--- src/hw/rtl/aes128_pkg.sv ---
// Shared types, constants and AES helper functions for the AES-128 block-mode core.
package aes128_pkg;

  localparam int BlockW = 128;
  localparam int HalfW  = 64;
  localparam int Rounds = 10;
  localparam int CfbBytes = 16;
  localparam int CfgIdxW = 3;

  typedef enum logic [1:0] {
    MODE_ECB = 2'd0,
    MODE_CBC = 2'd1,
    MODE_CFB = 2'd2
  } mode_t;

  localparam logic [CfgIdxW-1:0] CFG_MODE   = 3'd0;
  localparam logic [CfgIdxW-1:0] CFG_KEY_HI = 3'd1;
  localparam logic [CfgIdxW-1:0] CFG_KEY_LO = 3'd2;
  localparam logic [CfgIdxW-1:0] CFG_IV_HI  = 3'd3;
  localparam logic [CfgIdxW-1:0] CFG_IV_LO  = 3'd4;

  typedef enum logic [2:0] {
    ST_IDLE,
    ST_LOAD,
    ST_ROUND,
    ST_PASS_DONE,
    ST_OUT
  } state_t;

  // controller -> datapath
  typedef struct packed {
    logic accept;     // latch input request
    logic load;       // start one AES pass: whitening, key reload
    logic round;      // do one round
    logic pass_done;  // fold pass result into ct / chain
    logic out_valid;
  } cmd_t;

  // datapath -> controller
  typedef struct packed {
    logic last_round;
    logic cfb_last;   // last CFB byte done after this pass
    logic is_cfb;
  } sts_t;

  function automatic logic [7:0] sbox(input logic [7:0] a);
    logic [7:0] t [256];
    t = '{
 8'h63,8'h7c,8'h77,8'h7b,8'hf2,8'h6b,8'h6f,8'hc5,8'h30,8'h01,8'h67,8'h2b,8'hfe,8'hd7,8'hab,8'h76,
 8'hca,8'h82,8'hc9,8'h7d,8'hfa,8'h59,8'h47,8'hf0,8'had,8'hd4,8'ha2,8'haf,8'h9c,8'ha4,8'h72,8'hc0,
 8'hb7,8'hfd,8'h93,8'h26,8'h36,8'h3f,8'hf7,8'hcc,8'h34,8'ha5,8'he5,8'hf1,8'h71,8'hd8,8'h31,8'h15,
 8'h04,8'hc7,8'h23,8'hc3,8'h18,8'h96,8'h05,8'h9a,8'h07,8'h12,8'h80,8'he2,8'heb,8'h27,8'hb2,8'h75,
 8'h09,8'h83,8'h2c,8'h1a,8'h1b,8'h6e,8'h5a,8'ha0,8'h52,8'h3b,8'hd6,8'hb3,8'h29,8'he3,8'h2f,8'h84,
 8'h53,8'hd1,8'h00,8'hed,8'h20,8'hfc,8'hb1,8'h5b,8'h6a,8'hcb,8'hbe,8'h39,8'h4a,8'h4c,8'h58,8'hcf,
 8'hd0,8'hef,8'haa,8'hfb,8'h43,8'h4d,8'h33,8'h85,8'h45,8'hf9,8'h02,8'h7f,8'h50,8'h3c,8'h9f,8'ha8,
 8'h51,8'ha3,8'h40,8'h8f,8'h92,8'h9d,8'h38,8'hf5,8'hbc,8'hb6,8'hda,8'h21,8'h10,8'hff,8'hf3,8'hd2,
 8'hcd,8'h0c,8'h13,8'hec,8'h5f,8'h97,8'h44,8'h17,8'hc4,8'ha7,8'h7e,8'h3d,8'h64,8'h5d,8'h19,8'h73,
 8'h60,8'h81,8'h4f,8'hdc,8'h22,8'h2a,8'h90,8'h88,8'h46,8'hee,8'hb8,8'h14,8'hde,8'h5e,8'h0b,8'hdb,
 8'he0,8'h32,8'h3a,8'h0a,8'h49,8'h06,8'h24,8'h5c,8'hc2,8'hd3,8'hac,8'h62,8'h91,8'h95,8'he4,8'h79,
 8'he7,8'hc8,8'h37,8'h6d,8'h8d,8'hd5,8'h4e,8'ha9,8'h6c,8'h56,8'hf4,8'hea,8'h65,8'h7a,8'hae,8'h08,
 8'hba,8'h78,8'h25,8'h2e,8'h1c,8'ha6,8'hb4,8'hc6,8'he8,8'hdd,8'h74,8'h1f,8'h4b,8'hbd,8'h8b,8'h8a,
 8'h70,8'h3e,8'hb5,8'h66,8'h48,8'h03,8'hf6,8'h0e,8'h61,8'h35,8'h57,8'hb9,8'h86,8'hc1,8'h1d,8'h9e,
 8'he1,8'hf8,8'h98,8'h11,8'h69,8'hd9,8'h8e,8'h94,8'h9b,8'h1e,8'h87,8'he9,8'hce,8'h55,8'h28,8'hdf,
 8'h8c,8'ha1,8'h89,8'h0d,8'hbf,8'he6,8'h42,8'h68,8'h41,8'h99,8'h2d,8'h0f,8'hb0,8'h54,8'hbb,8'h16};
    return t[a];
  endfunction

  function automatic logic [7:0] xtime(input logic [7:0] a);
    return {a[6:0], 1'b0} ^ (a[7] ? 8'h1b : 8'h00);
  endfunction

endpackage

--- src/hw/rtl/aes128_ctrl.sv ---
// Sequencer for the AES-128 block-mode core: passes, rounds and handshakes.
module aes128_ctrl (
  input  logic              clk,
  input  logic              rst_n,
  input  logic              in_tvalid,
  output logic              in_tready,
  input  logic              out_tready,
  input  aes128_pkg::sts_t  sts,
  output aes128_pkg::cmd_t  cmd
);

  aes128_pkg::state_t state_r, state_nxt;

  always_ff @(posedge clk) begin
    if (!rst_n) begin
      state_r <= aes128_pkg::ST_IDLE;
    end else begin
      state_r <= state_nxt;
    end
  end

  always_comb begin
    state_nxt = state_r;
    cmd = '0;
    in_tready = 1'b0;
    case (state_r)
      aes128_pkg::ST_IDLE: begin
        in_tready = 1'b1;
        if (in_tvalid) begin
          cmd.accept = 1'b1;
          state_nxt = aes128_pkg::ST_LOAD;
        end
      end
      aes128_pkg::ST_LOAD: begin
        cmd.load = 1'b1;
        state_nxt = aes128_pkg::ST_ROUND;
      end
      aes128_pkg::ST_ROUND: begin
        cmd.round = 1'b1;
        if (sts.last_round) state_nxt = aes128_pkg::ST_PASS_DONE;
      end
      aes128_pkg::ST_PASS_DONE: begin
        cmd.pass_done = 1'b1;
        if (sts.is_cfb && !sts.cfb_last) state_nxt = aes128_pkg::ST_LOAD;
        else state_nxt = aes128_pkg::ST_OUT;
      end
      aes128_pkg::ST_OUT: begin
        cmd.out_valid = 1'b1;
        if (out_tready) state_nxt = aes128_pkg::ST_IDLE;
      end
      default: state_nxt = aes128_pkg::ST_IDLE;
    endcase
  end

endmodule

--- config.mk ---
export PLATFORM = sky130hd
export DESIGN_NAME = aes128_ctrl
export DESIGN_NICKNAME = d
export VERILOG_FILES = /design/src/hw/rtl/aes128_pkg.sv /design/src/hw/rtl/aes128_ctrl.sv
export SDC_FILE = /design/constraint.sdc
export NUM_CORES = 1
export LEC_CHECK = 0
export BUFFER_PORTS_ARGS = -buffer_cell sky130_fd_sc_hd__buf_2
export CAP_MARGIN = 0
export CORE_AREA = 2 2 39 41
export CTS_BUF_LIST = sky130_fd_sc_hd__clkbuf_16
export CTS_CLUSTER_DIAMETER = 200
export DETAILED_ROUTE_END_ITERATION = 8
export DIE_AREA = 0 0 41 43
export PLACE_DENSITY = 0.44
export SYNTH_ARGS = -nofsm -noshare
export SYNTH_HDL_FRONTEND = slang
export SYNTH_SLANG_ARGS = --single-unit
--- constraint.sdc ---
create_clock -name clk -period 1.4 [get_ports clk]
set_clock_uncertainty 0.05 [all_clocks]
set_input_delay 0.14 -clock clk [delete_from_list [all_inputs] [get_ports clk]]
set_output_delay 0.14 -clock clk [all_outputs]
set_load 0.02 [all_outputs]
== Word level (Yosys, flattened, before mapping) ==
Cells that the tools add are included.
W data, S select, Z words.

* Register bits after elaboration: 3
* Input bits: 7
* Output and inout port bits: 6
* Logic and storage cells: 24

* Equal/unequal tests: 7
* Muxes and demuxes: 12
* Reduce and logical (&&, ||, !) cells: 4

{| class="wikitable"
|+ Operators with widths
! cell !! count
|-
| $pmux W3 S5 || 1
|-
| $mux W3 || 4
|-
| $mux W1 || 7
|-
| $eq A3 B2 Y1 const B || 2
|-
| $ne A2 B2 Y1 const B || 3
|-
| $eq A3 B1 Y1 const B || 1
|-
| $eq A3 B3 Y1 const B || 1
|-
| $logic_not A3 Y1 || 1
|-
| $reduce_and A3 Y1 || 1
|-
| $logic_and A1 B1 Y1 || 1
|-
| $logic_not A1 Y1 || 1
|}

== Depth between registers and ports, before layout ==
Gate-level depths: netlist (run 1).

* Depth in word-level cells: 4
* Gate-level depth with buffers: 4
* Mapped depth without buffers: 3

== Least setup slack after synthesis (run 1) ==
OpenSTA, ideal clock, no wires.

* Kind: register to output
* Start point: reg state_r[1]
* End point: out cmd[4] (netlist bit)
* Arrival time: 1.285 ns
* Data required time: 1.210 ns
* Slack: -0.075 ns
* Cell stages (with the launch flop): 4
* Path buffers: 1
* Cell sequence: dfxtp_1 > buf_6 > nor3_1 > and2_1

{| class="wikitable"
|+ RTL lines
! item !! RTL line !! RTL
|-
| from (decl) || aes128_ctrl.sv:12 || <nowiki>aes128_pkg::state_t state_r, state_nxt;</nowiki>
|-
| from (signal assigned) || aes128_ctrl.sv:16 || <nowiki>state_r <= aes128_pkg::ST_IDLE;</nowiki>
|-
| from (signal assigned) || aes128_ctrl.sv:18 || <nowiki>state_r <= state_nxt;</nowiki>
|-
| to (decl) || aes128_ctrl.sv:9 || <nowiki>output aes128_pkg::cmd_t cmd</nowiki>
|}

==> impl_metrics.yaml, run 1 <==
grt:
  grt_overflow: 0
  antenna_found_initial: 0
  grt_usage_pct: 8.32
  first_global_vias: 213
  grt_pass1_wl_um: 924
  grt_max_degree: 10
pwr:
  p_leak_nw: 0.176
  powerDensity_mw_per_mm2: 1830
  vdd_drop_max_uv: 352
  finalPower_mw: 0.723
synthesis:
  syn_area_um2: 245
  synthFlopType: "dfxtp_1"
  yosys.area.top_type_share_pct: 24.5
  synth_commonest_cells: "dfxtp_1 (3), and2_1 (2), buf_6 (2), nor3b_1 (2)"
  synth_top_area_cell: "dfxtp_1"
  ys_types: 20
  yosysMostFrequentCell: "dfxtp_1"
  synth_seq_cells: 3
  avgSynthCellArea_um2: 9.81
  synth_nets: 32
  synth_area_leaders: "dfxtp_1 (24%), buf_6 (9.2%), o31ai_4 (8.7%), mux2_4 (6.1%), nor3b_1 (6.1%)"
  async_reset_ff_share_pct: 0
  ys_warn_count: 0
  synth-edff-count: 0
  syn_inst: 25
  ys_seq_area_share_pct: 24.5
die:
  core-area_mm2: 0.00138
  fp-row-count: 14
  die_x_um: 41
  die_area_mm2: 0.00176
  fp.dieH_um: 43
  ios: 13
  initial_utilization_pct: 17.7
run:
  maxCapViolCount: 0
worst_setup_path:
  path_max_fanout: 7
  crit_path_end_kind: "output port"
  critPathBufInv: 2
  cp_top_family: "flip-flops"
  criticalPathCategory: "reg -> out"
  cp-start-kind: "register"
  worst-endpoint-required_ns: 1.21
  cpMaxStageDelayCell: "dfxtp_2"
  cp_cell_sequence: "inv_2, nor3_2, buf_2"
  max_stage_delay_ns: 0.43
  cp.arrival_ns: 1.09
  rr_startpoint: "state_r[1]"
  startpoint: "state_r[0]"
sta:
  fmax_mhz: 779
  whs_ns: 0.116
  period_share_pct: 91.7
  grt_setup_unrepaired: "no"
  drv_slew: 0
  hold_viol: 0
  min_period_ns: 1.28
  finalSetupViolCount: 0
  slew_headroom_pct: 84.2
  tightestPinTransition_ns: 0.236
  totalNegativeSetupSlack_ns: 0
detailed_routing:
  first_pass_iters: 3
  wl_per_cell_um: 10.9
  vias_per_cell: 4.02
  routed_wl_um: 600
  antenna_left: 0
  drt_iter0_markers: 3
  via_count: 221
  drcViolationCount: 0
clock_network:
  numCtsBuffers: 3
  clk_pin_slew_worst_paths_ns: 0.03
  clock_sinks: 3
  cts-hold-fix-buffers: 0
  cts_tree: "yes"
  htree_levels: 1
  root_buffer: "clkbuf_16"
  post-cts-setup-buffers: 0
  clk_latency_ns: 0.22
  clockBufferDepth: 2
placed_design:
  port_buffers: 12
  place_hpwl_um: 429
  finalWeightedCongestion: 0.680
cells_and_area:
  syn2layout_area_growth_pct: 61.2
  largest_reg_flops: 3
  drive_gt1_share_pct: 64.1
  fillers: 153
  largest-register: "state_r"
  layout.nets: 47
  reg_top3: "state_r: 3 flops"
  n_antenna_cell: 0
min_path:
  worstHoldStart: "rst_n"
  min_path_type: "in -> reg"
status:
  status: "finished clean"
[power by group]
group          internal (mW)  switching, mW  leakage [nW]  total [mW]
clock network          0.368         0.0786        0.0423       0.447
logic                 0.0678         0.0735         0.108       0.141
registers              0.100         0.0341        0.0258       0.135
[stage by stage]
| step | instance area (um^2) | util, % | instances | setup slack [ns] |
|---|---|---|---|---|
| 6_report | 395 | 28.6 | 55 | 0.116 |
| 5_1_grt | 395 | 28.6 | 55 | 0.0187 |
| 4_1_cts | 389 | 28.1 | 55 | 0.0362 |
| 3_5_place_dp | 308 | 22.2 | 51 | 0.170 |
| 3_3_place_gp | 308 | 22.2 | 51 | 0.189 |
| 2_1_floorplan | 250 | - | 25 | 0.0638 |
[layout make-up]
type                    instances  area (um^2)  share of cell area, %
multi-input cells              19          169                   42.7
clock buffers                   3         75.1                   19.0
flip-flops and latches          3         63.8                   16.1
repair buffers                 12         60.1                   15.2
well taps                      16         20.0                   5.06
clock inverters                 1         3.75                  0.949
inverters                       1         3.75                  0.949
[timing repair]
action | CTS | global route
setup endpoints to repair | 3 | 2
gates resized for setup | 2 | 2
pin swaps | 0 | 0
[layer usage]
layer	vias to the layer above	share of wire (%)	GRT usage [%]
met3	0	6.7	1.57
met5	-	0	0
li1	118	-	-
met4	0	0	10.0
met1	94	52	10.9
met2	9	42	9.69
[logic make-up (layout without fill, tap and decap cells)]
| family | count (synthesis) | after routing | share of synthesized area (%) |
|---|---|---|---|
| compound gates | 4 | 4 | 17.3 |
| buf+inv | 3 | 17 | 10.7 |
| flops | 3 | 3 | 24.5 |
| mux | 2 | 2 | 10.2 |
| simple gates | 13 | 13 | 37.2 |
[final timing paths]
kind / to / slack (ns) / cells after the start
worst min-delay path: state_r[2] / 0.12 / 3
worst min register to register: state_r[2] / 0.53 / 2
worst max register to register: state_r[2] / 0.27 / 3
worst max-delay path: cmd[3] / 0.12 / 3
[worst register-to-register path: cells and delay by family (launching register included)]
kind | cells | cell delay [ns]
flip-flops | 1 | 0.41
AO/OA/AOI/OAI | 2 | 0.22
multiplexers | 1 | 0.34
[cells in the final DEF (no fill, tap or decap)]
cell / n
or2b_1: 1
buf_2: 12
nand3_1: 1
nand2_1: 1
o31ai_4: 1
dfxtp_2: 3
nand4b_1: 1
nor2_1: 1
and2_1: 2
mux2i_1: 1
nor3b_2: 1
and4bb_1: 1
inv_2: 1
nor3b_1: 1
a21oi_2: 1
o21a_1: 1
nor3_2: 2
a21oi_1: 1
clkbuf_16: 3
inv_1: 1
nand3b_1: 1
mux2_4: 1
No activity file was read; power rests on OpenSTA's default activity.
==> run 2, diff against run 1 <==
--- a/config.mk
+++ b/config.mk
@@ -12,7 +12,7 @@
 export CTS_CLUSTER_DIAMETER = 200
 export DETAILED_ROUTE_END_ITERATION = 8
 export DIE_AREA = 0 0 41 43
-export PLACE_DENSITY = 0.44
+export PLACE_DENSITY = 0.43
 export SYNTH_ARGS = -nofsm -noshare
 export SYNTH_HDL_FRONTEND = slang
 export SYNTH_SLANG_ARGS = --single-unit
==> impl_metrics.yaml, run 2 (synthesized netlist as in run 1, its figures left out) <==
grt:
  antenna_found_initial: 0
  grt_overflow: 0
  first_global_vias: 194
  grt_usage_pct: 7.32
  grt_max_degree: 10
  grt_pass1_wl_um: 848
cells_and_area:
  stdcell_count: 55
  layout_common_cells: "buf_2 (12), clkbuf_16 (3)"
  final_util_pct: 28.1
  largest_reg_flops: 3
  final_common_cell: "buf_2"
  layout.nets: 47
  largest-register: "state_r"
  fillers: 144
  drive_gt1_share_pct: 59.0
  n_antenna_cell: 0
  syn2layout_area_growth_pct: 58.7
  reg_top3: "state_r: 3 flops"
clock_network:
  clockBufferDepth: 2
  clk_pin_slew_worst_paths_ns: 0.03
  post_cts_resized: 1
  htree_levels: 1
  clock_sinks: 3
  clk_latency_ns: 0.22
  cts-hold-fix-buffers: 0
  root_buffer: "clkbuf_16"
  cts_tree: "yes"
  numCtsBuffers: 3
  post-cts-setup-buffers: 0
die:
  core-area_mm2: 0.00138
  fp.dieH_um: 43
  die_area_mm2: 0.00176
  initial_utilization_pct: 17.7
  ios: 13
  die_x_um: 41
  fp-row-count: 14
detailed_routing:
  antenna_left: 0
  routed_wl_um: 520
  first_pass_iters: 1
  drcViolationCount: 0
  via_count: 233
  wl_per_cell_um: 9.45
  drt_iter0_markers: 0
  vias_per_cell: 4.24
worst_setup_path:
  rr_startpoint: "state_r[1]"
  rrSetupSlack_ns: 0.28
  cp_cell_sequence: "nor3_2, and2_1, buf_2"
  r2r_cells: 3
  path_max_fanout: 9
  cp-start-kind: "register"
  max_stage_delay_ns: 0.54
  cpMaxStageDelayCell: "dfxtp_1"
  criticalPathCategory: "reg -> out"
  cp.arrival_ns: 1.14
  r2r-end: "state_r[2]"
  worst-endpoint-required_ns: 1.21
  crit_path_end_kind: "output port"
placed_design:
  finalWeightedCongestion: 0.690
  port_buffers: 12
  placedCellCount: 51
  place_hpwl_um: 398
run:
  maxCapViolCount: 0
sta:
  finalSetupViolCount: 0
  fmax_mhz: 753
  drv_slew: 0
  min_period_ns: 1.33
  slew_headroom_pct: 74.4
  hold_viol: 0
  period_share_pct: 94.8
  totalNegativeSetupSlack_ns: 0
  grt_setup_unrepaired: "yes"
  tightestPinTransition_ns: 0.383
pwr:
  vdd_drop_max_uv: 377
  p_leak_nw: 0.172
  powerDensity_mw_per_mm2: 1830
min_path:
  min_path_type: "in -> reg"
  min_path_cells: 3
  worstHoldStart: "rst_n"
  hold-path-endpoint: "state_r[2]"
status:
  status: "finished clean"
==> run 2: cell counts in the layout (fill, tap and decap cells not counted) <==
No cell type changed its count.
==> run 2: metal layers <==
metal	routed length (um)	GRT usage, %	share of wire, %	vias to the layer above
met5	0	0	0	-
met4	0	6.00	0	0
met3	38	3.14	7.3	0
met2	235	7.50	45	8
met1	246	10.9	47	105
li1	-	-	-	120
==> run 2: report_power, final <==
group          internal [mW]  switching (mW)  total, mW
Combinational         0.0667          0.0720      0.139
Sequential            0.0996          0.0312      0.131
Clock                  0.368          0.0750      0.443
Total                  0.534           0.178      0.713
==> run 2: area by class of cell <==
cell class	instances	area, um^2	share of cell area, %
Clock inverter	1	3.75	0.965
Inverter	1	3.75	0.965
Multi-Input combinational cell	19	164	42.1
Tap cell	16	20.0	5.14
Timing Repair Buffer	12	60.1	15.4
Clock buffer	3	75.1	19.3
Sequential cell	3	62.6	16.1
==> run 2: worst max path at each step <==
stage                     startpoint         end  slack, ns  depth (start not counted)
after floorplan           state_r[1]  state_r[1]       0.06                          3
after global placement    state_r[1]  state_r[2]       0.19                          3
after detailed placement  state_r[1]  state_r[2]       0.18                          3
after CTS                 state_r[0]      cmd[3]       0.01                          3
after global routing      state_r[2]      cmd[2]     -0.005                          2
final                     state_r[2]      cmd[4]       0.07                          3
==> run 2: per-stage QoR <==
| stage | cell area, um^2 | total power, mW | worst slack, ns | hold slack (ns) |
|---|---|---|---|---|
| floorplan | 250 | 0.242 | 0.0638 | 0.200 |
| finish | 389 | 0.713 | 0.0726 | 0.120 |
| detailed placement | 308 | 0.271 | 0.182 | 0.350 |
| global route | 389 | 0.750 | -0.00466 | 0.132 |
| global placement | 308 | 0.272 | 0.189 | 0.354 |
| CTS | 388 | 0.724 | 0.0145 | 0.118 |
==> run 2: worst max-delay path: cells and delay by family, from the launching register on <==
family,cells,cell delay [ns]
DFF,1,0.54
buffers and inverters,1,0.15
and+or+nand+nor,2,0.23
